### src/hdl/psc_pkg.sv
// ----------------------------------------------------------------------------
// psc_pkg
// Shared codes, palette stop tables and pipeline side-band type for the
// point colouring block.
// ----------------------------------------------------------------------------
package psc_pkg;

  // colour mode codes
  localparam logic [3:0] MODE_RGB       = 4'd0;
  localparam logic [3:0] MODE_ELEVATION = 4'd1;
  localparam logic [3:0] MODE_X         = 4'd2;
  localparam logic [3:0] MODE_WHITE     = 4'd3;
  localparam logic [3:0] MODE_RAINBOW   = 4'd4;
  localparam logic [3:0] MODE_TURBO     = 4'd5;
  localparam logic [3:0] MODE_VIRIDIS   = 4'd6;
  localparam logic [3:0] MODE_HEAT      = 4'd7;
  localparam logic [3:0] MODE_GRAY      = 4'd8;

  // palette codes
  localparam logic [2:0] PAL_RAINBOW = 3'd0;
  localparam logic [2:0] PAL_TURBO   = 3'd1;
  localparam logic [2:0] PAL_VIRIDIS = 3'd2;
  localparam logic [2:0] PAL_HEAT    = 3'd3;
  localparam logic [2:0] PAL_GRAY    = 3'd4;

  // register indexes
  localparam logic [2:0] REG_COLOR_MODE      = 3'd0;
  localparam logic [2:0] REG_DEFAULT_PALETTE = 3'd1;
  localparam logic [2:0] REG_Z_MINIMUM       = 3'd2;
  localparam logic [2:0] REG_Z_MAXIMUM       = 3'd3;
  localparam logic [2:0] REG_X_MINIMUM       = 3'd4;
  localparam logic [2:0] REG_X_MAXIMUM       = 3'd5;

  localparam logic [7:0] VIRIDIS_STOPS [5][3] = '{
    '{8'd68, 8'd1, 8'd84}, '{8'd59, 8'd82, 8'd139}, '{8'd33, 8'd145, 8'd140},
    '{8'd94, 8'd201, 8'd98}, '{8'd253, 8'd231, 8'd37}};
  localparam logic [7:0] TURBO_STOPS [5][3] = '{
    '{8'd48, 8'd18, 8'd59}, '{8'd50, 8'd101, 8'd255}, '{8'd45, 8'd200, 8'd130},
    '{8'd245, 8'd210, 8'd70}, '{8'd180, 8'd4, 8'd38}};

  // side-band that travels with each point through the divider
  typedef struct packed {
    logic       pass;  // colour is final, no palette lookup
    logic [7:0] red;
    logic [7:0] green;
    logic [7:0] blue;
    logic [2:0] pal;
  } psc_side_t;

  function automatic logic [7:0] stop_val(input logic turbo, input logic [2:0] idx,
                                          input logic [1:0] ch);
    logic [7:0] val;
    if (turbo) val = TURBO_STOPS[idx][ch];
    else       val = VIRIDIS_STOPS[idx][ch];
    return val;
  endfunction

endpackage

### src/hdl/psc_div.sv
// ----------------------------------------------------------------------------
// psc_div
// Pipelined normaliser: u = clamp(d / r) with FRAC_BITS fraction bits, one
// quotient bit per stage, restoring division.
// ----------------------------------------------------------------------------
module psc_div #(
  parameter int FRAC_BITS = 16
) (
  input  logic                clk,
  input  logic                rst,
  input  logic                in_valid,
  input  logic signed [32:0]  diff,
  input  logic signed [32:0]  range_w,
  input  psc_pkg::psc_side_t  in_side,
  output logic                out_valid,
  output logic [FRAC_BITS:0]  norm,
  output psc_pkg::psc_side_t  out_side
);
  import psc_pkg::*;

  localparam int F = FRAC_BITS;

  logic             valid [0:F];
  logic [32:0]      rem   [0:F];
  logic [32:0]      den   [0:F];
  logic [F-1:0]     quo   [0:F];
  logic             zero  [0:F];
  logic             one   [0:F];
  psc_side_t        side  [0:F];

  // stage 0: classify the operands
  always_ff @(posedge clk) begin
    if (rst) begin
      valid[0] <= 1'b0;
    end else begin
      valid[0] <= in_valid;
    end
    rem[0]  <= diff;
    den[0]  <= range_w;
    quo[0]  <= '0;
    zero[0] <= (range_w <= 33'sd0) || (diff <= 33'sd0);
    one[0]  <= (diff >= range_w);
    side[0] <= in_side;
  end

  // stages 1..F: one quotient bit each
  for (genvar j = 0; j < F; j++) begin : g_stage
    logic [32:0] rem2;
    logic        ge;
    assign rem2 = {rem[j][31:0], 1'b0};
    assign ge   = rem[j][32] || (rem2 >= den[j]);
    always_ff @(posedge clk) begin
      if (rst) begin
        valid[j+1] <= 1'b0;
      end else begin
        valid[j+1] <= valid[j];
      end
      rem[j+1]  <= ge ? (rem2 - den[j]) : rem2;
      den[j+1]  <= den[j];
      quo[j+1]  <= {quo[j][F-2:0], ge};
      zero[j+1] <= zero[j];
      one[j+1]  <= one[j];
      side[j+1] <= side[j];
    end
  end

  assign out_valid = valid[F];
  assign out_side  = side[F];
  assign norm      = zero[F] ? '0 : (one[F] ? {1'b1, {F{1'b0}}} : {1'b0, quo[F]});

endmodule

### src/hdl/psc_map.sv
// ----------------------------------------------------------------------------
// psc_map
// Palette lookup: per channel base + ((k * coef + round) >>> FRAC_BITS), in
// three stages (operand select, multiply, combine).
// ----------------------------------------------------------------------------
module psc_map #(
  parameter int FRAC_BITS = 16
) (
  input  logic                clk,
  input  logic                rst,
  input  logic                in_valid,
  input  logic [FRAC_BITS:0]  norm,
  input  psc_pkg::psc_side_t  in_side,
  output logic                out_valid,
  output logic [7:0]          red,
  output logic [7:0]          green,
  output logic [7:0]          blue
);
  import psc_pkg::*;

  localparam int F     = FRAC_BITS;
  localparam int PW    = F + 13;
  localparam int ONE_I = 1 << F;
  localparam int K35_I = ((35 << F) + 50) / 100;
  localparam logic [F:0] ONE  = (F+1)'(ONE_I);
  localparam logic [F:0] QTR  = (F+1)'(ONE_I / 4);
  localparam logic [F:0] HALF = (F+1)'(ONE_I / 2);
  localparam logic [F:0] TQ   = (F+1)'(3 * ONE_I / 4);
  localparam logic [F:0] K35  = (F+1)'(K35_I);
  localparam logic signed [10:0] C1020 = 11'sd1020;
  localparam logic signed [10:0] C255  = 11'sd255;
  localparam logic signed [PW-1:0] RND = PW'(ONE_I / 2);

  logic [7:0]           base_c [3];
  logic signed [10:0]   coef_c [3];
  logic [F:0]           k_c    [3];
  logic                 rnd_c;

  logic [F+2:0] s4;
  logic [1:0]   seg;
  logic [F:0]   tfrac;
  logic [F:0]   hd;

  // select operands per palette
  always_comb begin
    s4    = {norm, 2'b00};
    seg   = s4[F+2] ? 2'd3 : s4[F+1:F];
    tfrac = s4[F+2] ? ONE : {1'b0, s4[F-1:0]};
    hd    = norm - K35;
    rnd_c = 1'b0;
    for (int c = 0; c < 3; c++) begin
      base_c[c] = 8'd0;
      coef_c[c] = 11'sd0;
      k_c[c]    = '0;
    end
    if (in_side.pass) begin
      base_c[0] = in_side.red;
      base_c[1] = in_side.green;
      base_c[2] = in_side.blue;
    end else begin
      case (in_side.pal)
        PAL_TURBO, PAL_VIRIDIS: begin
          for (int c = 0; c < 3; c++) begin
            base_c[c] = stop_val(in_side.pal == PAL_TURBO, {1'b0, seg}, 2'(c));
            coef_c[c] = 11'($signed({3'b0, stop_val(in_side.pal == PAL_TURBO,
                                                     3'({1'b0, seg} + 3'd1), 2'(c))}))
                      - 11'($signed({3'b0, base_c[c]}));
            k_c[c]    = tfrac;
          end
        end
        PAL_HEAT: begin
          rnd_c     = 1'b1;
          coef_c[0] = C255;
          coef_c[1] = C255;
          coef_c[2] = C255;
          k_c[0]    = (norm >= HALF) ? ONE : {norm[F-1:0], 1'b0};
          k_c[1]    = (norm <= K35) ? '0 : ((hd >= HALF) ? ONE : {hd[F-1:0], 1'b0});
          k_c[2]    = (norm <= TQ) ? '0 : 2'(0) + {norm[F-2:0] - TQ[F-2:0], 2'b00};
        end
        PAL_GRAY: begin
          rnd_c = 1'b1;
          for (int c = 0; c < 3; c++) begin
            coef_c[c] = C255;
            k_c[c]    = norm;
          end
        end
        default: begin
          if (norm < QTR) begin
            base_c[0] = 8'd255;
            coef_c[1] = C1020;
            k_c[1]    = norm;
          end else if (norm < HALF) begin
            coef_c[0] = C1020;
            k_c[0]    = HALF - norm;
            base_c[1] = 8'd255;
          end else if (norm < TQ) begin
            base_c[1] = 8'd255;
            coef_c[2] = C1020;
            k_c[2]    = norm - HALF;
          end else begin
            coef_c[1] = C1020;
            k_c[1]    = ONE - norm;
            base_c[2] = 8'd255;
          end
        end
      endcase
    end
  end

  logic                 v1, v2, v3;
  logic [7:0]           base1 [3];
  logic signed [10:0]   coef1 [3];
  logic [F:0]           k1    [3];
  logic                 rnd1;
  logic [7:0]           base2 [3];
  logic signed [PW-1:0] prod2 [3];
  logic [7:0]           col3  [3];

  // valid bits
  always_ff @(posedge clk) begin
    if (rst) begin
      v1 <= 1'b0;
      v2 <= 1'b0;
      v3 <= 1'b0;
    end else begin
      v1 <= in_valid;
      v2 <= v1;
      v3 <= v2;
    end
  end

  // operand, product and colour registers
  always_ff @(posedge clk) begin
    rnd1 <= rnd_c;
    for (int c = 0; c < 3; c++) begin
      base1[c] <= base_c[c];
      coef1[c] <= coef_c[c];
      k1[c]    <= k_c[c];
      base2[c] <= base1[c];
      prod2[c] <= PW'($signed({1'b0, k1[c]})) * PW'(coef1[c]) + (rnd1 ? RND : '0);
      col3[c]  <= base2[c] + 8'(prod2[c] >>> F);
    end
  end

  assign out_valid = v3;
  assign red       = col3[0];
  assign green     = col3[1];
  assign blue      = col3[2];

endmodule

### src/hdl/point_scalar_colormap.sv
// ----------------------------------------------------------------------------
// point_scalar_colormap
// Pipeline from start to done: one input register, one classify stage,
// FRAC_BITS divider stages, three palette stages.
// Throughput: one point per cycle; busy is always low, the pipeline never stalls.
// Reset: rst clears all valid bits and the configuration registers to zero.
// ----------------------------------------------------------------------------
module point_scalar_colormap #(
  parameter int FRAC_BITS = 16
) (
  input  logic               clk,
  input  logic               rst,
  input  logic               start,
  output logic               busy,
  output logic               done,
  input  logic signed [31:0] coord_x,
  input  logic signed [31:0] coord_z,
  input  logic               own_color,
  input  logic [7:0]         in_red,
  input  logic [7:0]         in_green,
  input  logic [7:0]         in_blue,
  output logic [7:0]         out_red,
  output logic [7:0]         out_green,
  output logic [7:0]         out_blue,
  input  logic               psel,
  input  logic               penable,
  input  logic               pwrite,
  input  logic [4:0]         paddr,
  input  logic [31:0]        pwdata,
  output logic [31:0]        prdata,
  output logic               pready
);
  import psc_pkg::*;

  logic [3:0]         color_mode;
  logic [2:0]         default_palette;
  logic signed [31:0] z_minimum, z_maximum, x_minimum, x_maximum;

  // register writes
  always_ff @(posedge clk) begin
    if (rst) begin
      color_mode      <= '0;
      default_palette <= '0;
      z_minimum       <= '0;
      z_maximum       <= '0;
      x_minimum       <= '0;
      x_maximum       <= '0;
    end else if (psel && penable && pwrite && pready) begin
      case (paddr[4:2])
        REG_COLOR_MODE:      color_mode      <= pwdata[3:0];
        REG_DEFAULT_PALETTE: default_palette <= pwdata[2:0];
        REG_Z_MINIMUM:       z_minimum       <= pwdata;
        REG_Z_MAXIMUM:       z_maximum       <= pwdata;
        REG_X_MINIMUM:       x_minimum       <= pwdata;
        REG_X_MAXIMUM:       x_maximum       <= pwdata;
        default: ;
      endcase
    end
  end

  // register reads
  always_comb begin
    case (paddr[4:2])
      REG_COLOR_MODE:      prdata = {28'd0, color_mode};
      REG_DEFAULT_PALETTE: prdata = {29'd0, default_palette};
      REG_Z_MINIMUM:       prdata = z_minimum;
      REG_Z_MAXIMUM:       prdata = z_maximum;
      REG_X_MINIMUM:       prdata = x_minimum;
      REG_X_MAXIMUM:       prdata = x_maximum;
      default:             prdata = '0;
    endcase
  end

  assign pready = 1'b1;
  assign busy   = 1'b0;

  // decode mode and form the normaliser operands
  psc_side_t          side_c;
  logic               use_x;
  logic signed [32:0] diff_c, range_c;

  always_comb begin
    use_x       = (color_mode == MODE_X);
    side_c.pass = 1'b0;
    side_c.red  = in_red;
    side_c.green = in_green;
    side_c.blue = in_blue;
    side_c.pal  = default_palette;
    if (color_mode == MODE_RGB && own_color) begin
      side_c.pass = 1'b1;
    end else if (color_mode == MODE_WHITE) begin
      side_c.pass  = 1'b1;
      side_c.red   = 8'd255;
      side_c.green = 8'd255;
      side_c.blue  = 8'd255;
    end else if (use_x) begin
      side_c.pal = PAL_RAINBOW;
    end else if (color_mode inside {[MODE_RAINBOW:MODE_GRAY]}) begin
      side_c.pal = 3'(color_mode - MODE_RAINBOW);
    end
    if (side_c.pal > PAL_GRAY) side_c.pal = PAL_RAINBOW;
    if (use_x) begin
      diff_c  = 33'(coord_x) - 33'(x_minimum);
      range_c = 33'(x_maximum) - 33'(x_minimum);
    end else begin
      diff_c  = 33'(coord_z) - 33'(z_minimum);
      range_c = 33'(z_maximum) - 33'(z_minimum);
    end
  end

  logic               v0;
  logic signed [32:0] diff0, range0;
  psc_side_t          side0;

  // input register
  always_ff @(posedge clk) begin
    if (rst) begin
      v0 <= 1'b0;
    end else begin
      v0 <= start && !busy;
    end
    diff0  <= diff_c;
    range0 <= range_c;
    side0  <= side_c;
  end

  logic             dv;
  logic [FRAC_BITS:0] norm;
  psc_side_t        dside;

  psc_div #(.FRAC_BITS(FRAC_BITS)) u_div (
    .clk       (clk),
    .rst       (rst),
    .in_valid  (v0),
    .diff      (diff0),
    .range_w   (range0),
    .in_side   (side0),
    .out_valid (dv),
    .norm      (norm),
    .out_side  (dside)
  );

  psc_map #(.FRAC_BITS(FRAC_BITS)) u_map (
    .clk       (clk),
    .rst       (rst),
    .in_valid  (dv),
    .norm      (norm),
    .in_side   (dside),
    .out_valid (done),
    .red       (out_red),
    .green     (out_green),
    .blue      (out_blue)
  );

endmodule

### config.mk
export PLATFORM = sky130hd
export DESIGN_NAME = point_scalar_colormap
export DESIGN_NICKNAME = d
export VERILOG_FILES = /design/src/hdl/psc_pkg.sv /design/src/hdl/psc_div.sv /design/src/hdl/psc_map.sv /design/src/hdl/point_scalar_colormap.sv
export SDC_FILE = /design/constraint.sdc
export NUM_CORES = 2
export LEC_CHECK = 0
export BUFFER_PORTS_ARGS = -buffer_cell sky130_fd_sc_hd__buf_2
export CORE_MARGIN = 2
export CORE_UTILIZATION = 40
export DETAILED_ROUTE_END_ITERATION = 10
export PLACE_DENSITY = 0.57
export SETUP_SLACK_MARGIN = 0.2
export SLEW_MARGIN = 20
export SYNTH_ARGS = -nofsm -noshare
export SYNTH_HDL_FRONTEND = slang
export SYNTH_SLANG_ARGS = --single-unit
### constraint.sdc
create_clock -name clk -period 7.7 [get_ports clk]
set_input_delay 0 -clock clk [delete_from_list [all_inputs] [get_ports clk]]
set_output_delay 0 -clock clk [all_outputs]
set_load 0.02 [all_outputs]
==> run_results.csv <==
group,metric,value,unit
run_status,outcome,"finished clean",
logic_synthesis,syn_nets,12700,
floorplanning,core_area,0.262,sq mm
worst_setup_path,worst_path_most_repeated_cell,"fa_1",
logic_synthesis,synth_compound_area_frac,0.149,
power_and_ir_drop,power_leakage,51.9,nW
global_routing,grt_pass1_vias,79600,
worst_setup_path,slowest_delay,0.75,ns
logic_synthesis,ys.flop_type,"dfxtp_1",
global_routing,grt_usage,0.194,
worst_setup_path,worstSetupPathType,"flop to flop",
clock_network,cts_buffers,221,
clock_network,cts_tree,"built",
placement,gp_congestion,0.923,
timing,hold_viol_final,0,
power_and_ir_drop,ir_drop,288,uV
routing,first_pass_iters,6,
logic_synthesis,synth_top_family_by_area,"adder cells",
logic_synthesis,synth_warnings,0,
power_and_ir_drop,net-switching-power,0.0196,W
routing,viasPerCell,5.07,
floorplanning,die_x,517,um
logic_synthesis,synthDistinctLibCells,98,
worst_setup_path,end_kind,"flop",
timing,rsz0062_at_grt,"no",
run,maxCapViolations,0,
worst_setup_path,cp-startpoint,"u_map.coef1[0][13]",
power_and_ir_drop,swShare,0.385,
worst_setup_path,worst-r2r-setup-slack,1.70,ns
worst_setup_path,cp_cell_sequence,"nand2_1, fa_1, fa_1, fa_1, inv_1, fa_1, inv_1, fa_1, inv_1, ha_1, a21o_1, a21oi_1, o21ai_0, a21oi_1, a21boi_0, o21ai_0, nand2b_1, a211oi_1, o21ai_0, xnor2_1",
clock_network,insertion_delay,0.89,ns
global_routing,antenna_found_initial,9,
power_and_ir_drop,pwr-share-seq,0.313,
logic_synthesis,netlist_area,0.105,sq mm
timing,finalCritPeriodShare,0.779,
logic_synthesis,synthMuxAreaShare,0.0268,
routing,drc_errors,0,
floorplanning,start_util,0.402,
logic_synthesis,ys_seq_area_frac,0.405,
clock_network,cts_root_buf,"clkbuf_16",
logic_synthesis,synth-edff-count,0,
logic_synthesis,yosys.area_share.adder,0.186,
timing,drv_slew,0,
logic_synthesis,synth_simple_gate_area_frac,0.122,
worst_setup_path,arrival,6.71,ns
floorplanning,rows,188,
timing,max_freq,167,MHz
logic_synthesis,synth_xor_area_frac,0.0502,
placement,io_buffers,186,
timing,finalCriticalPeriod,6.00,ns
global_routing,overflow,0,
worst_hold_path,hp-class,"input port to flop",
logic_synthesis,synth-seq-cells,2130,
global_routing,grt_max_degree,91,
power_and_ir_drop,clkPwrFrac,0.229,
logic_synthesis,async_flop_share,0,
routing,ant_nets,0,
worst_setup_path,cpMaxStageDelayCell,"dfxtp_1",
final_layout,drive_gt1_frac,0.0789,
worst_setup_path,required,8.42,ns
final_layout,synthToLayoutAreaGrowth,14.2,%
clock_network,cts_setup_buffers,0,
routing,wire_per_inst,17.0,um
placement,post-place-ws,1.68,ns
clock_network,clock_path_buffers,3,
timing,slew_headroom,0.242,
worst_setup_path,crit_path_max_fanout,17,
placement,dp_hpwl,204000,um
timing,max_slew.worst_pin.slew,1.13,ns
clock_network,cts.sinks,2130,
logic_synthesis,syn_inst,11300,
power_and_ir_drop,p_int,0.0313,W
worst_setup_path,crit_family,"adder cells",
final_layout,final_util,0.459,
worst_setup_path,path_buf_inv,3,
final_layout,nets,13100,
timing,final.setup.tns,0,ns
timing,skew,0.0923,ns
floorplanning,die_h,517,um
routing,detailroute.via_count,77700,
routing,drtIter0Drc,4211,
timing,final.setup.worst_slack,1.70,ns
clock_network,clk_pin_slew,0.07,ns
global_routing,grt_pass1_wl,418000,um
worst_setup_path,r2r_start,"u_map.coef1[0][13]",
routing,drt_wl_total,261000,um
clock_network,htree_levels,4,
floorplanning,io_pins,191,
power_and_ir_drop,power_frac_comb,0.458,
worst_setup_path,startpoint_type,"flop",
timing,setup_violations,0,
floorplanning,fp.dieArea,0.267,sq mm
worst_hold_path,min_from,"pwrite",
logic_synthesis,synth_area_per_cell,9.34,sq um
power_and_ir_drop,cellPowerDensity,423,mW/mm^2
-- registers in the layout, indices dropped and copies added (netlist names), 17 cells and up --
name         flops
u_map.k1        51
x_maximum       32
u_map.col3      24
u_div.valid     17
side0           28
u_div.rem      528
x_minimum       32
u_map.base2     24
range0          33
u_div.den      528
u_div.zero      17
u_map.base1     24
u_div.quo      136
u_div.one       17
z_minimum       32
z_maximum       32
u_map.coef1     30
u_map.prod2     24
diff0           33
u_div.side     476
-- metal layers --
| layer | GRT usage | part of all wire |
|---|---|---|
| met1 | 0.235 | 0.43 |
| met2 | 0.341 | 0.48 |
| met3 | 0.0271 | 0.043 |
| met4 | 0.0828 | 0.043 |
| met5 | 0 | 0.00016 |
-- stage by stage --
| stage | hold WS, ns | instance area (sq um) | power (W) | std cells |
|---|---|---|---|---|
| final | 0.128 | 120000 | 0.0509 | 15300 |
| after global placement | 0.192 | 110000 | 0.0386 | 14700 |
| after CTS | 0.0550 | 120000 | 0.0512 | 15300 |
| after detailed placement | 0.194 | 110000 | 0.0391 | 14700 |
| after global routing | 0.0998 | 120000 | 0.0546 | 15300 |
| after floorplan | 0.107 | 105000 | 0.0333 | 11300 |
-- final timing paths --
path / end / cells past startpoint
worst min register to register: u_div.side[0][63] / 0
worst max-delay path: u_map.prod2[0][52] / 20
worst max register to register: u_map.prod2[0][52] / 20
worst min-delay path: z_minimum[17] / 5
-- repair_timing --
| item | in CTS | in global routing |
|---|---|---|
| hold buffers | 225 | 0 |
| gates resized for setup | 0 | 0 |
| endpoints found under the hold margin | 214 | 0 |
-- synthesized netlist by cell type, types with 19 or more instances --
master | number | area, sq um
o31ai_1 | 53 | 398
nor2_1 | 488 | 1830
a21boi_0 | 36 | 270
nor4_1 | 46 | 288
inv_1 | 1327 | 4980
xnor2_1 | 374 | 3280
o21bai_1 | 80 | 601
o31a_1 | 20 | 175
mux2_2 | 180 | 2030
a31oi_1 | 78 | 488
nand2_1 | 1210 | 4540
fa_1 | 411 | 8230
o21a_1 | 109 | 818
mux2i_1 | 43 | 430
o22ai_1 | 51 | 319
nand2b_1 | 133 | 832
a22oi_1 | 61 | 458
a31o_2 | 19 | 166
a21o_1 | 300 | 2250
clkbuf_1 | 256 | 961
a211oi_1 | 68 | 510
buf_2 | 37 | 185
nor2b_1 | 138 | 863
ha_1 | 910 | 11400
xor2_1 | 230 | 2010
o211ai_1 | 31 | 233
or3_1 | 38 | 238
a211o_1 | 24 | 210
and3_1 | 52 | 325
dfxtp_1 | 2130 | 42600
nor3_1 | 123 | 616
nand3_1 | 132 | 661
and2_1 | 220 | 1380
o21ai_0 | 636 | 3180
or2_2 | 47 | 294
nand4_1 | 96 | 601
a21oi_1 | 793 | 3970
-- power by group through the flow --
stage               Clock (W)  Sequential [W]  Combinational (W)
global placement            0          0.0161             0.0225
global route           0.0124          0.0162             0.0260
floorplan                   0          0.0151             0.0182
CTS                    0.0120          0.0159             0.0233
finish                 0.0117          0.0159             0.0233
detailed placement          0          0.0161             0.0230
-- logic make-up after synthesis --
group           Yosys count
compound gates         2536
xor+xnor                604
fa+ha+maj              1321
buf+inv                1651
flops                  2130
mux                     250
other cells               2
simple gates           2775
-- cell type report --
| cell class | count | area, sq um |
|---|---|---|
| antenna | 5 | 12.5 |
| multi-input combinational | 7488 | 56500 |
| sequential | 2130 | 42600 |
| inverter | 1331 | 5000 |
| clock inverter | 112 | 1870 |
| fill | 24700 | 142000 |
| clock buffer | 308 | 6430 |
| timing repair buffer | 451 | 3490 |
| tap | 3515 | 4400 |
-- tightest hold or removal path: stages --
cell	delay, ns
buf_2	0.11
and3_1	0.18
and2_2	0.46
nand2_1	0.17
a21oi_1	0.05
-- layout by cell type, fill, tap and decap left out, types with 132 or more instances in the layout --
| master | instances |
|---|---|
| a21o_1 | 299 |
| a21oi_1 | 793 |
| and2_1 | 217 |
| buf_2 | 185 |
| clkbuf_16 | 221 |
| dfxtp_1 | 2129 |
| dlygate4sd3_1 | 225 |
| fa_1 | 411 |
| ha_1 | 910 |
| inv_1 | 1327 |
| mux2_2 | 180 |
| nand2_1 | 1209 |
| nand2b_1 | 133 |
| nand3_1 | 132 |
| nor2_1 | 483 |
| nor2b_1 | 137 |
| o21ai_0 | 636 |
| xnor2_1 | 374 |
| xor2_1 | 230 |
No activity file was read; power rests on OpenSTA's default activity.
